==> config.mk <==
export PLATFORM = sky130hd
export DESIGN_NAME = rgl_ram
export DESIGN_NICKNAME = d
export VERILOG_FILES = /design/src/rtl/rgl_ram.sv
export SDC_FILE = /design/constraint.sdc
export NUM_CORES = 2
export LEC_CHECK = 0
export BUFFER_PORTS_ARGS = -buffer_cell sky130_fd_sc_hd__buf_2
export CAP_MARGIN = 20
export CORE_MARGIN = 2
export CORE_UTILIZATION = 46
export DETAILED_ROUTE_END_ITERATION = 16
export PLACE_DENSITY = 0.63
export SLEW_MARGIN = 25
export SYNTH_ARGS = -nofsm -noshare
export SYNTH_HDL_FRONTEND = slang
export SYNTH_SLANG_ARGS = --single-unit
==> constraint.sdc <==
create_clock -name clock -period 5.61 [get_ports clock]
set_clock_uncertainty 0.15 [all_clocks]
set_input_delay 1.122 -clock clock [delete_from_list [all_inputs] [get_ports clock]]
set_output_delay 1.122 -clock clock [all_outputs]
set_load 0.1 [all_outputs]
==> src/rtl/rgl_ram.sv <==
module rgl_ram #(
   parameter int WIDTH = 8,
   parameter int DEPTH = 256
) (
   input  logic                     clock,
   input  logic                     wr_en,
   input  logic [$clog2(DEPTH)-1:0] wr_addr,
   input  logic [WIDTH-1:0]         wr_data,
   input  logic                     rd_en,
   input  logic [$clog2(DEPTH)-1:0] rd_addr,
   output logic [WIDTH-1:0]         rd_data
);

   logic [WIDTH-1:0] mem_ff [DEPTH];
   logic [WIDTH-1:0] rd_data_ff;

   // One write port, one registered read port
   always_ff @(posedge clock) begin
      if (wr_en) begin
         mem_ff[wr_addr] <= wr_data;
      end
      if (rd_en) begin
         rd_data_ff <= mem_ff[rd_addr];
      end
   end

   assign rd_data = rd_data_ff;

endmodule

**After elaboration in Yosys (flattened, before gate mapping)**

Memories as Yosys holds them, arrays and structs flattened. A register that Yosys moved wholly into a read port is not among the register bits.
Cells that the tools add are included.

- Register bits: 0
- Memory bits (writable): 2048
- Input bits: 27
- Output and inout bits: 8
- Logic and storage cells: 3
- Memories kept: 1

- Multiplexer cells: 2

Memories:

| name | depth | bits a word | rd ports | clocked after memory_dff | write ports | line | text |
|---|---|---|---|---|---|---|---|
| mem_ff | 256 | 8 | 1 | 1 | 1 | 14 | `logic [WIDTH-1:0] mem_ff [DEPTH];` |

Operators with widths:

| kind | count |
|---|---|
| $mux 1 | 2 |

**Longest topological paths before layout**

- Depth after elaboration: 2
- Mapped depth: 11
- Depth with buffers taken out: 6

**Least setup slack after synthesis**

OpenSTA, ideal clock, no wires.

- Kind: input to register
- Start point: input rd_addr[0]
- End point: register rd_data_ff[2], in the netlist rd_data[2] (read register of mem_ff) (data pin)
- Library setup time: 0.269 ns
- Data arrival time: 2.929 ns
- Required time: 5.191 ns
- Path slack: 2.262 ns
- Stages: 9
- Buffers on the path: 4
- Cell sequence: buf_6 > buf_12 > buf_8 > buf_2 > mux4_2 > a22oi_1 > a21oi_1 > nor4_1 > nor4_2

RTL lines:

| what | line | text |
|---|---|---|
| start, declared | 10 | `input logic [$clog2(DEPTH)-1:0] rd_addr,` |
| end, declared | 15 | `logic [WIDTH-1:0] rd_data_ff;` |

==> impl_metrics.ini <==
[clock_network]
clk_latency_ns = 0.84
post_cts.repair.setup_buffers = 0
tritoncts = built
numCtsBuffers = 199
cts_hold_buf = 0
cts.sinks = 2056
cts_htree_levels = 4
ctsResizeCount = 0
root_buffer = clkbuf_16
path_clk_slew_ns = 0.07
cts_buffer_depth = 3

[worst_setup_path]
critical_path_buf_inv_count = 3
max_stage_delay_ns = 0.75
crit_fanout = 76
cp_common_cell = buf_4
cp.arrival_ns = 4.67
start_kind = primary input
required_ns = 6.01
critPathKind = in2reg
path_cells = buf_8 -> buf_4 -> mux4_2 -> o311ai_0 -> o22ai_1 -> nor4_1 -> buf_4 -> nor4_2
crit_path_end_kind = register
cpMaxStageDelayCell = nor4_1
crit_family = buffers and inverters

[min_path]
hold_path_class = in2reg

[pwr]
p_total_uw = 31700
power_leakage_uw = 0.0274
irDropWorstVdd_v = 0.000265
powerDensity_mw_per_mm2 = 355

[cells_and_area]
syn_to_final_growth_pct = 12.2
final_cell_mix = 2056 x edfxtp_1, 454 x mux4_2, 278 x nor2_1
nets = 3911
stdcell_area_mm2 = 0.0894
drive_above_1_share_pct = 23.2
instances_no_fill = 6361
final_common_cell = edfxtp_1

[placement]
port_buffers = 34
post-dp-hpwl_um = 119000
dpl.cell_count = 5991
dpl_cell_area_mm2 = 0.0829
routabilityCongestion = 0.871

[floorplan]
die-area_mm2 = 0.176
rows = 152
die_w_um = 420
core_area_mm2 = 0.172
die_h_um = 420
pin_count = 35
start_util_pct = 46.4

[route]
drc = 0
wirelength_um = 196000
first_iter_violations = 5207
final_antenna_net_count = 0
drt_pass1_iterations = 6
viasPerCell = 6.10
vias = 38790
wl_per_cell_um = 30.8

[sta]
final.setup.tns_ns = 0
worstMarginPinSlew_ns = 1.10
post-route-min-period_ns = 4.27
max_freq_ghz = 0.234
setup_viol = 0
grt_setup_unrepaired = no
slew_violations = 0
hold_violations = 0
fin_crit_sh_pct = 76.1
relSlewSlack_pct = 25.8

[logic_synthesis]
postSynthCellCount = 3733
syn_avg_cell_area_um2 = 21.3
yosysWarningCount = 0
async_reset_ff_share_pct = 0
synth_edf_count = 2056
ys_ff_latch = 2056
yosysSeqAreaShare_pct = 77.5
synth_nets = 3760
synth.distinct_cells = 54
mappedNetlistArea_mm2 = 0.0796
synth-main-ff-cell = edfxtp_1

[grt]
grt_pass1_wl_um = 282000
track_usage_pct = 22.3
grt_pass1_vias = 38414
grt_max_degree = 163
antenna_found_initial = 8
grt_overflow = 0

[status]
outcome = complete, no violations

[run]
maxCapViolCount = 0
## area by class of cell
| cell class | count | area (um^2) |
|---|---|---|
| Inverter | 2 | 7.51 |
| Tap cell | 2310 | 2890 |
| Clock inverter | 122 | 1250 |
| Multi-Input combinational cell | 1442 | 16500 |
| Timing Repair Buffer | 183 | 1820 |
| Sequential cell | 2056 | 61700 |
| Antenna cell | 2 | 5.00 |
| Fill cell | 13207 | 82400 |
| Clock buffer | 244 | 5150 |
## worst paths after layout
check / start / end / slack, ns / cells after the start
worst max-delay path: rd_addr[1] / rd_data[6] / 1.34 / 8
worst min-delay path: wr_data[3] / mem_ff[38][3] / 0.55 / 1
worst max register to register: mem_ff[234][6] / rd_data[6] / 2.21 / 6
worst min register to register: mem_ff[55][3] / rd_data[3] / 1.03 / 5
## where the power goes
part	leakage (uW)	switching (uW)	total [uW]	internal, uW
clock	0.00308	5780	13100	7350
combinational	0.00586	1060	1600	539
sequential	0.0185	18.6	17000	16900
total	0.0274	6860	31700	24800
## synthesized netlist by cell type, types with 16 or more instances
cell type | count | area (um^2)
a211oi_1 | 16 | 120
a21oi_1 | 96 | 480
a22oi_1 | 133 | 998
buf_1 | 22 | 82.6
buf_2 | 31 | 155
buf_4 | 27 | 203
buf_6 | 21 | 236
clkbuf_1 | 111 | 417
edfxtp_1 | 2056 | 61700
mux2i_1 | 134 | 1340
mux4_2 | 454 | 10200
nand2_1 | 33 | 124
nand3_1 | 34 | 170
nor2_1 | 282 | 1060
nor2b_1 | 31 | 194
nor3_1 | 22 | 110
nor4_1 | 24 | 150
o221ai_1 | 46 | 403
o22ai_1 | 28 | 175
## stage by stage
stage	setup slack, ns	utilization [%]	hold slack, ns
3_5_place_dp	0.499	48.3	1.01
3_3_place_gp	0.525	48.2	0.963
5_1_grt	1.41	52.0	0.524
4_1_cts	1.42	52.0	0.505
2_1_floorplan	2.26	-	0.714
6_report	1.34	52.0	0.552
## flip-flops by register name, summed over array words and instances, names as in the netlist
signal	flops
mem_ff	2048
rd_data	8
## layer usage
layer	global-route usage, %	vias up	wire length (um)
met5	0	-	14
met4	6.40	2	5160
met3	4.27	277	16600
met2	34.8	1742	93600
met1	32.3	20739	80700
li1	-	16030	-
## kinds of logic (layout without fill, tap and decap cells)
group                  after synthesis  count (layout)  synth area share (%)
and+or+nand+nor                    466             466                  2.63
other                                0               2                     0
buffers and inverters              235             551                  1.83
AOI/OAI and AO/OA                  385             385                  3.42
muxes                              591             591                  14.6
DFF                               2056            2056                  77.5
Power figures use the tool's default switching activity.
