`config.mk`:
```
export PLATFORM = sky130hd
export DESIGN_NAME = rgl_scale
export DESIGN_NICKNAME = d
export VERILOG_FILES = /design/src/rtl/rgl_pkg.sv /design/src/rtl/rgl_scale.sv
export SDC_FILE = /design/constraint.sdc
export NUM_CORES = 2
export LEC_CHECK = 0
export ABC_AREA = 1
export BUFFER_PORTS_ARGS = -buffer_cell sky130_fd_sc_hd__clkbuf_2
export CAP_MARGIN = 30
export CORE_MARGIN = 1.5
export CORE_UTILIZATION = 45
export CTS_CLUSTER_DIAMETER = 150
export CTS_CLUSTER_SIZE = 24
export DETAILED_ROUTE_END_ITERATION = 7
export PLACE_DENSITY_LB_ADDON = 0.12
export SLEW_MARGIN = 15
export SYNTH_ARGS = -nofsm -noshare
export SYNTH_HDL_FRONTEND = slang
export SYNTH_SLANG_ARGS = --single-unit
```
`constraint.sdc`:
```
create_clock -name clock -period 11 [get_ports clock]
set_clock_uncertainty 0.05 [all_clocks]
set_input_delay 1.65 -clock clock [delete_from_list [all_inputs] [get_ports clock]]
set_output_delay 1.65 -clock clock [all_outputs]
set_load 0.02 [all_outputs]
```
`src/rtl/rgl_pkg.sv`:
```
package rgl_pkg;

   // Operation codes on the request channel
   localparam logic OP_WRITE = 1'b0;
   localparam logic OP_PIXEL = 1'b1;

   // Correction mode register codes
   localparam logic MODE_VALUE       = 1'b0;
   localparam logic MODE_PER_CHANNEL = 1'b1;
   localparam logic MODE_RESET       = MODE_PER_CHANNEL;

   localparam int LEVEL_W   = 8;
   localparam int TABLE_DEPTH = 256;
   localparam int PROD_W    = 2 * LEVEL_W;
   // Reciprocal scale: q = (x * ceil(2^SHIFT / m)) >> SHIFT is exact for x < 2^16, m < 256
   localparam int RECIP_SHIFT = PROD_W + LEVEL_W;
   localparam int RECIP_W     = RECIP_SHIFT + 1;

   typedef logic [LEVEL_W-1:0] level_type;
   typedef logic [RECIP_W-1:0] recip_type;
   typedef recip_type recip_table_type [TABLE_DEPTH];

   // Pixel fields carried from the table read stage to the scaler
   typedef struct packed {
      logic       per_channel;
      level_type  red;
      level_type  green;
      level_type  blue;
      level_type  alpha;
      level_type  max_level;
      recip_type  recip;
   } pix_type;

   // Reciprocal table built at elaboration by shift-subtract long division
   function automatic recip_table_type build_recip();
      recip_table_type tbl;
      recip_type       quo;
      logic [LEVEL_W:0] rem;
      recip_type       dividend;
      tbl[0] = '0;
      for (int m = 1; m < TABLE_DEPTH; m++) begin
         rem      = '0;
         quo      = '0;
         dividend = recip_type'(1) << RECIP_SHIFT;
         for (int i = RECIP_W - 1; i >= 0; i--) begin
            rem = {rem[LEVEL_W-1:0], dividend[i]};
            if (rem >= (LEVEL_W + 1)'(m)) begin
               rem    = rem - (LEVEL_W + 1)'(m);
               quo[i] = 1'b1;
            end
         end
         if (rem != '0) begin
            quo = quo + recip_type'(1);
         end
         tbl[m] = quo;
      end
      return tbl;
   endfunction

   localparam recip_table_type RECIP_TABLE = build_recip();

endpackage

```
`src/rtl/rgl_scale.sv`:
```
module rgl_scale import rgl_pkg::*; (
   input  logic      clock,
   input  logic      reset,
   input  logic      adv,
   input  logic      s1_valid,
   input  pix_type   s1_pix,
   input  level_type lvl_red,
   input  level_type lvl_green,
   input  level_type lvl_blue,
   output logic      rsp_valid,
   output level_type rsp_out_red,
   output level_type rsp_out_green,
   output level_type rsp_out_blue,
   output level_type rsp_out_alpha
);

   typedef struct packed {
      logic              per_channel;
      logic              m_zero;
      level_type         level;
      level_type         lvl_green;
      level_type         lvl_blue;
      level_type         red;
      level_type         max_level;
      level_type         alpha;
      logic [PROD_W-1:0] prod_red;
      logic [PROD_W-1:0] prod_green;
      logic [PROD_W-1:0] prod_blue;
      recip_type         recip;
   } s2_type;

   localparam int WIDE_W = PROD_W + RECIP_W;

   logic        s2_valid_ff, s2_valid_in;
   s2_type      s2_ff, s2_in;
   logic        out_valid_ff, out_valid_in;
   level_type   out_red_ff, out_green_ff, out_blue_ff, out_alpha_ff;
   level_type   out_red_in, out_green_in, out_blue_in;
   logic [WIDE_W-1:0] wide_red, wide_green, wide_blue;
   level_type   q_red, q_green, q_blue;

   // Stage 2: channel times corrected level (in value mode lvl_red holds table[m])
   always_comb begin
      s2_valid_in          = s1_valid;
      s2_in.per_channel    = s1_pix.per_channel;
      s2_in.m_zero         = (s1_pix.max_level == '0);
      s2_in.level          = lvl_red;
      s2_in.lvl_green      = lvl_green;
      s2_in.lvl_blue       = lvl_blue;
      s2_in.red            = s1_pix.red;
      s2_in.max_level      = s1_pix.max_level;
      s2_in.alpha          = s1_pix.alpha;
      s2_in.prod_red       = PROD_W'(s1_pix.red)   * PROD_W'(lvl_red);
      s2_in.prod_green     = PROD_W'(s1_pix.green) * PROD_W'(lvl_red);
      s2_in.prod_blue      = PROD_W'(s1_pix.blue)  * PROD_W'(lvl_red);
      s2_in.recip          = s1_pix.recip;
   end

   always_ff @(posedge clock) begin
      if (reset) begin
         s2_valid_ff <= 1'b0;
      end else if (adv) begin
         s2_valid_ff <= s2_valid_in;
      end
   end

   always_ff @(posedge clock) begin
      if (adv) begin
         s2_ff <= s2_in;
      end
   end

   // Stage 3: divide by m through the reciprocal
   assign wide_red   = WIDE_W'(s2_ff.prod_red)   * WIDE_W'(s2_ff.recip);
   assign wide_green = WIDE_W'(s2_ff.prod_green) * WIDE_W'(s2_ff.recip);
   assign wide_blue  = WIDE_W'(s2_ff.prod_blue)  * WIDE_W'(s2_ff.recip);
   assign q_red      = wide_red[RECIP_SHIFT +: LEVEL_W];
   assign q_green    = wide_green[RECIP_SHIFT +: LEVEL_W];
   assign q_blue     = wide_blue[RECIP_SHIFT +: LEVEL_W];

   // Result select
   always_comb begin
      out_valid_in = s2_valid_ff;
      if (s2_ff.per_channel) begin
         out_red_in   = s2_ff.level;
         out_green_in = s2_ff.lvl_green;
         out_blue_in  = s2_ff.lvl_blue;
      end else if (s2_ff.m_zero) begin
         out_red_in   = s2_ff.level;
         out_green_in = s2_ff.level;
         out_blue_in  = s2_ff.level;
      end else begin
         out_red_in   = q_red;
         out_green_in = q_green;
         out_blue_in  = q_blue;
      end
   end

   // Output register
   always_ff @(posedge clock) begin
      if (reset) begin
         out_valid_ff <= 1'b0;
      end else if (adv) begin
         out_valid_ff <= out_valid_in;
      end
   end

   always_ff @(posedge clock) begin
      if (adv) begin
         out_red_ff   <= out_red_in;
         out_green_ff <= out_green_in;
         out_blue_ff  <= out_blue_in;
         out_alpha_ff <= s2_ff.alpha;
      end
   end

   assign rsp_valid     = out_valid_ff;
   assign rsp_out_red   = out_red_ff;
   assign rsp_out_green = out_green_ff;
   assign rsp_out_blue  = out_blue_ff;
   assign rsp_out_alpha = out_alpha_ff;

   // Scaled channel never exceeds the corrected level
   a_q_le_level: assert property (@(posedge clock) disable iff (reset)
      s2_valid_ff && !s2_ff.per_channel && !s2_ff.m_zero
      |-> q_red <= s2_ff.level && q_green <= s2_ff.level && q_blue <= s2_ff.level)
      else $error("value-mode channel above corrected level");

   // Red, when it sets the max, maps exactly to the corrected level
   a_q_max_exact: assert property (@(posedge clock) disable iff (reset)
      s2_valid_ff && !s2_ff.per_channel && !s2_ff.m_zero && s2_ff.red == s2_ff.max_level
      |-> q_red == s2_ff.level)
      else $error("reciprocal division not exact on max channel");

   // Output register only changes on advance
   a_out_hold: assert property (@(posedge clock) disable iff (reset)
      !adv |=> $stable(out_red_ff) && $stable(out_alpha_ff) && out_valid_ff)
      else $error("output changed while stalled");

endmodule
```
; ---- Yosys cells after proc, flatten, opt, wreduce, memory -nomap -nowiden
; Index checks and enable logic that the tools add are counted.
[word_totals]
ff_bits = 141
input_bits = 94
out_inout_bits = 33
[classes]
multipliers = 6
mux = 6
reduce_logical = 1
[op_table]
columns = operator, count
row1 = multiplier 16 x 25 -> 32 bit, 3
row2 = multiplier 8 x 8 -> 16 bit, 3
row3 = two-way mux 8 bit, 6
row4 = logical NOT 8 bit, 1

; ---- Depth between registers and ports, before layout
[logic_depth]
word_depth = 3
ltp_mapped = 30
mapped_depth_nobuf = 28

; ---- Least setup slack after synthesis
; Ideal clock, no wire load.
[synth_timing]
kind = register to register
from = register s2_ff[18] (netlist bit)
to = register out_red_ff[5] (netlist: rsp_out_red[5]) (data pin)
arrival_ns = 5.428
required_ns = 10.697
setup_slack_ns = 5.269
stages_incl_launch_ff = 28
period_less_slack_ns = 5.731
path_cell_list = edfxtp_1 buf_2 clkbuf_1 clkbuf_1 nand2_1 fa_1 inv_1 fa_1 inv_1 fa_1 inv_1 fa_1 fa_1 inv_1 fa_1 inv_1 ha_1 nand2_1 inv_1 nand2_2 nor3_4 nand2_1 nor2_1 nand3_1 nand3_1 nand3_1 o21ai_1 inv_1
[synth_between]
elab_chain_cells = 3
[synth_lines]
columns = item, line_no
row1 = start: declaration, rgl_scale.sv:35  ; s2_type s2_ff, s2_in;
row2 = start signal: assignment, rgl_scale.sv:69  ; s2_ff <= s2_in;
row3 = multiplier 16 x 25 -> 32 bit, rgl_scale.sv:74  ; assign wide_red = WIDE_W'(s2_ff.prod_red) * WIDE_W'(s2_ff.recip);
row4 = two-way mux 8 bit, rgl_scale.sv:88  ; end else if (s2_ff.m_zero) begin
row5 = two-way mux 8 bit, rgl_scale.sv:84  ; if (s2_ff.per_channel) begin
row6 = via out_red_in[5], rgl_scale.sv:38  ; level_type out_red_in, out_green_in, out_blue_in;
row7 = end signal: assignment, rgl_scale.sv:110  ; out_red_ff <= out_red_in;
row8 = end: declaration, rgl_scale.sv:37  ; level_type out_red_ff, out_green_ff, out_blue_ff, out_alpha_ff;
; The timed path passes the listed nets, and every way through them passes these cells.
; A chain may end at the register's enable or synchronous reset.

; ---- Final worst setup path
[layout_timing]
from = register s2_ff[23] (netlist bit)
to = register out_red_ff[5] (netlist: rsp_out_red[5]) (data pin)
; The elaborated chain is that of the path after synthesis.

==> impl_metrics.tcl <==
set metrics [dict create \
    drtIter0Drc 1952 \
    port-buffer-count 126 \
    cts_sinks 141 \
    first_pass_iters 5 \
    synth_top_cells_by_count "1,753 x inv_1, 1,693 x nand2_1, 963 x fa_1" \
    antenna_found_initial 1 \
    clock_path_buffers 2 \
    grt_pass1_wl_mm 200 \
    ys_ff_latch 141 \
    cts_htree_levels 4 \
    synth_fp_nets 7170 \
    die_y_um 319 \
    drv_slew 0 \
    min_path_type "register to register" \
    routabilityCongestion 0.887 \
    ff2ff_setup_slack_ps 4500 \
    min_path_cells 0 \
    track_usage 0.252 \
    num_antenna_cells 0 \
    rr_worst_depth 23 \
    row_count 115 \
    yosysTopAreaCell "fa_1" \
    max_slew_margin 0.316 \
    dp.cells 6993 \
    rsz0062_at_grt "false" \
    area_delta_synth_final_pct 5.53 \
    instances_no_fill 7028 \
    fin_hold_ws_ps 344 \
    avgSynthCellArea_um2 7.77 \
    r2r_start "s2_ff[23]$_DFFE_PP_" \
    arrival_ps 6700 \
    n_fill_cell 9873 \
    ant_nets 0 \
    fp.dieW_um 319 \
    layout_setup_ws_ps 4500 \
    yosys.cell_count.top_type "inv_1" \
    routedWlPerCell_um 17.3 \
    start_util 0.456 \
    synth.area.top_cells "fa_1 43%, inv_1 15%, nand2_1 14%, edfxtp_1 9.3%, ha_1 9.0%" \
    cts_setup_buffers 0 \
    worstSetupPathType "register to register" \
    dieArea_mm2 0.102 \
    synth_compound_area_frac 0.0319 \
    synthCells 5789 \
    yosysSeqAreaShare 0.0936 \
    multi_input_area_mm2 0.0331 \
    dp_hpwl_mm 92.0 \
    period_share 0.591 \
    cts_resized 0 \
    muxShareOfSynthArea 0 \
    clk_latency_ps 520 \
    ys_types 41 \
    synth_adder_area_share 0.518 \
    routed_via_density 4.91 \
    fin_nets 7109 \
    syn_area_mm2 0.0450 \
    r2r-end "rsp_out_red[5]$_DFFE_PP_" \
    synth_xor_area_frac 0.00993 \
    async_flop_share 0 \
    grt_max_degree 74 \
    layout-drive-gt1-share 0.0422 \
    synth_top_family_by_area "adder cells" \
    synth_edf_count 139 \
    post-place-ws_ps 4550 \
    critPathLaunchType "register" \
    synth_simple_gate_area_frac 0.175 \
    synthFlopType "edfxtp_1" \
    synth_top_area_share 0.428 \
    io_pins 127 \
    worst_pin_slew_ps 1030 \
    cts_tree "built" \
    grt_pass1_vias 35964 \
    setup_violations 0 \
    grt.overflow.total 0 \
    ys_warn_count 0 \
    hold_buffers 0 \
    period_needed_ps 6500 \
    clk_pin_slew_ps 100 \
    core-area_mm2 0.0987 \
    cts_root_buffer "clkbuf_16" \
    min_to "rsp_out_alpha[7]$_DFFE_PP_" \
    cts_buffers 17 \
    finalHoldViolations 0 \
    status "finished clean" \
    vias 34484 \
    totalWireLength_mm 121 \
    worstHoldStart "s2_ff[80]$_DFFE_PP_" \
    end_kind "register" \
    max_clock_freq_ghz 0.154 \
    drv_cap 0 \
    regArea_mm2 0.00421 \
    worstPathMaxFanout 14 \
    worst_ep_required_time_ps 11200 \
    remaining_drc_errors 0 \
    setup_tns_ps 0 \
]
metal layers:
| metal | share of wire | GRT usage | vias to the layer above | wire (um) |
|---|---|---|---|---|
| met2 | 0.49 | 0.421 | 728 | 59000 |
| met5 | 0 | 0 | - | 0 |
| met3 | 0.043 | 0.0251 | 104 | 5280 |
| li1 | - | - | 16231 | - |
| met1 | 0.45 | 0.348 | 17421 | 54200 |
| met4 | 0.025 | 0.0689 | 0 | 3030 |
logic make-up (layout without fill, tap and decap cells):
kind of cell / count (synthesis) / in the layout
xor+xnor: 51 / 51
compound gates: 263 / 263
simple gates: 2016 / 2016
flops: 141 / 141
buf+inv: 2031 / 1983
fa+ha+maj: 1287 / 1287
per-stage QoR:
| step | cell area [um^2] | utilization |
|---|---|---|
| floorplan | 45000 | - |
| global placement | 46500 | 0.471 |
| detailed placement | 46800 | 0.474 |
| CTS | 47400 | 0.481 |
| global route | 47500 | 0.481 |
| finish | 47500 | 0.481 |
registers in the layout, summed over array words and instances (netlist names):
register	flops
s2_ff	107
rsp_out_green	8
out_valid_in	1
rsp_out_alpha	8
rsp_out_blue	8
rsp_out_red	8
rsp_valid	1
worst max-delay path by stage:
stage                             start                       end  cells after the start
floorplan           s2_ff[18]$_DFFE_PP_  rsp_out_red[5]$_DFFE_PP_                     27
global placement    s2_ff[62]$_DFFE_PP_  rsp_out_red[4]$_DFFE_PP_                     23
detailed placement  s2_ff[23]$_DFFE_PP_  rsp_out_red[5]$_DFFE_PP_                     23
CTS                  s2_ff[6]$_DFFE_PP_  rsp_out_red[5]$_DFFE_PP_                     24
global route         s2_ff[6]$_DFFE_PP_  rsp_out_red[5]$_DFFE_PP_                     22
finish              s2_ff[23]$_DFFE_PP_  rsp_out_red[5]$_DFFE_PP_                     23
worst max-delay path: stages (launching register included):
cell and delay [ps]:
edfxtp_1 950, buf_4 400, nand2_1 120, fa_1 550, inv_1 50, fa_1 550, fa_1 450, fa_1 520
fa_1 500, inv_1 50, fa_1 470, inv_1 40, ha_1 340, nand2_1 100, inv_2 70, nand2_2 90
nor3_4 180, nand2_1 100, nor2_1 120, nand3_1 150, nand3_1 120, nand3_1 90, o21ai_1 100, inv_1 60
area by class of cell:
class                           instances  share of cell area
Clock buffer                           17             0.00896
Clock inverter                         15             0.00369
Inverter                             1754               0.139
Multi-Input combinational cell       3617               0.697
Sequential cell                       141              0.0887
Tap cell                             1287              0.0339
Timing Repair Buffer                  197              0.0290
cell usage in the layout, fill, tap and decap left out, drive strengths merged:
cell,n
o31ai,1
nor4,11
a31oi,7
ha,324
a21o,13
inv,1763
a221oi,1
a21boi,3
nor3,19
buf,72
o21bai,14
and2,3
xor2,31
nor2,138
clkinv,4
edfxtp,139
nand3b,7
or2,3
o21ai,74
fa,963
o311ai,1
o2111ai,4
a211oi,1
o21a,4
a21oi,140
bufinv,2
nand2,1696
xnor2,20
nand4,16
nand3,122
dfxtp,2
clkbuf,142
nand2b,1
Power is not shown: default switching activity piles up to over one toggle a cycle in this logic, so the estimate is an artifact.
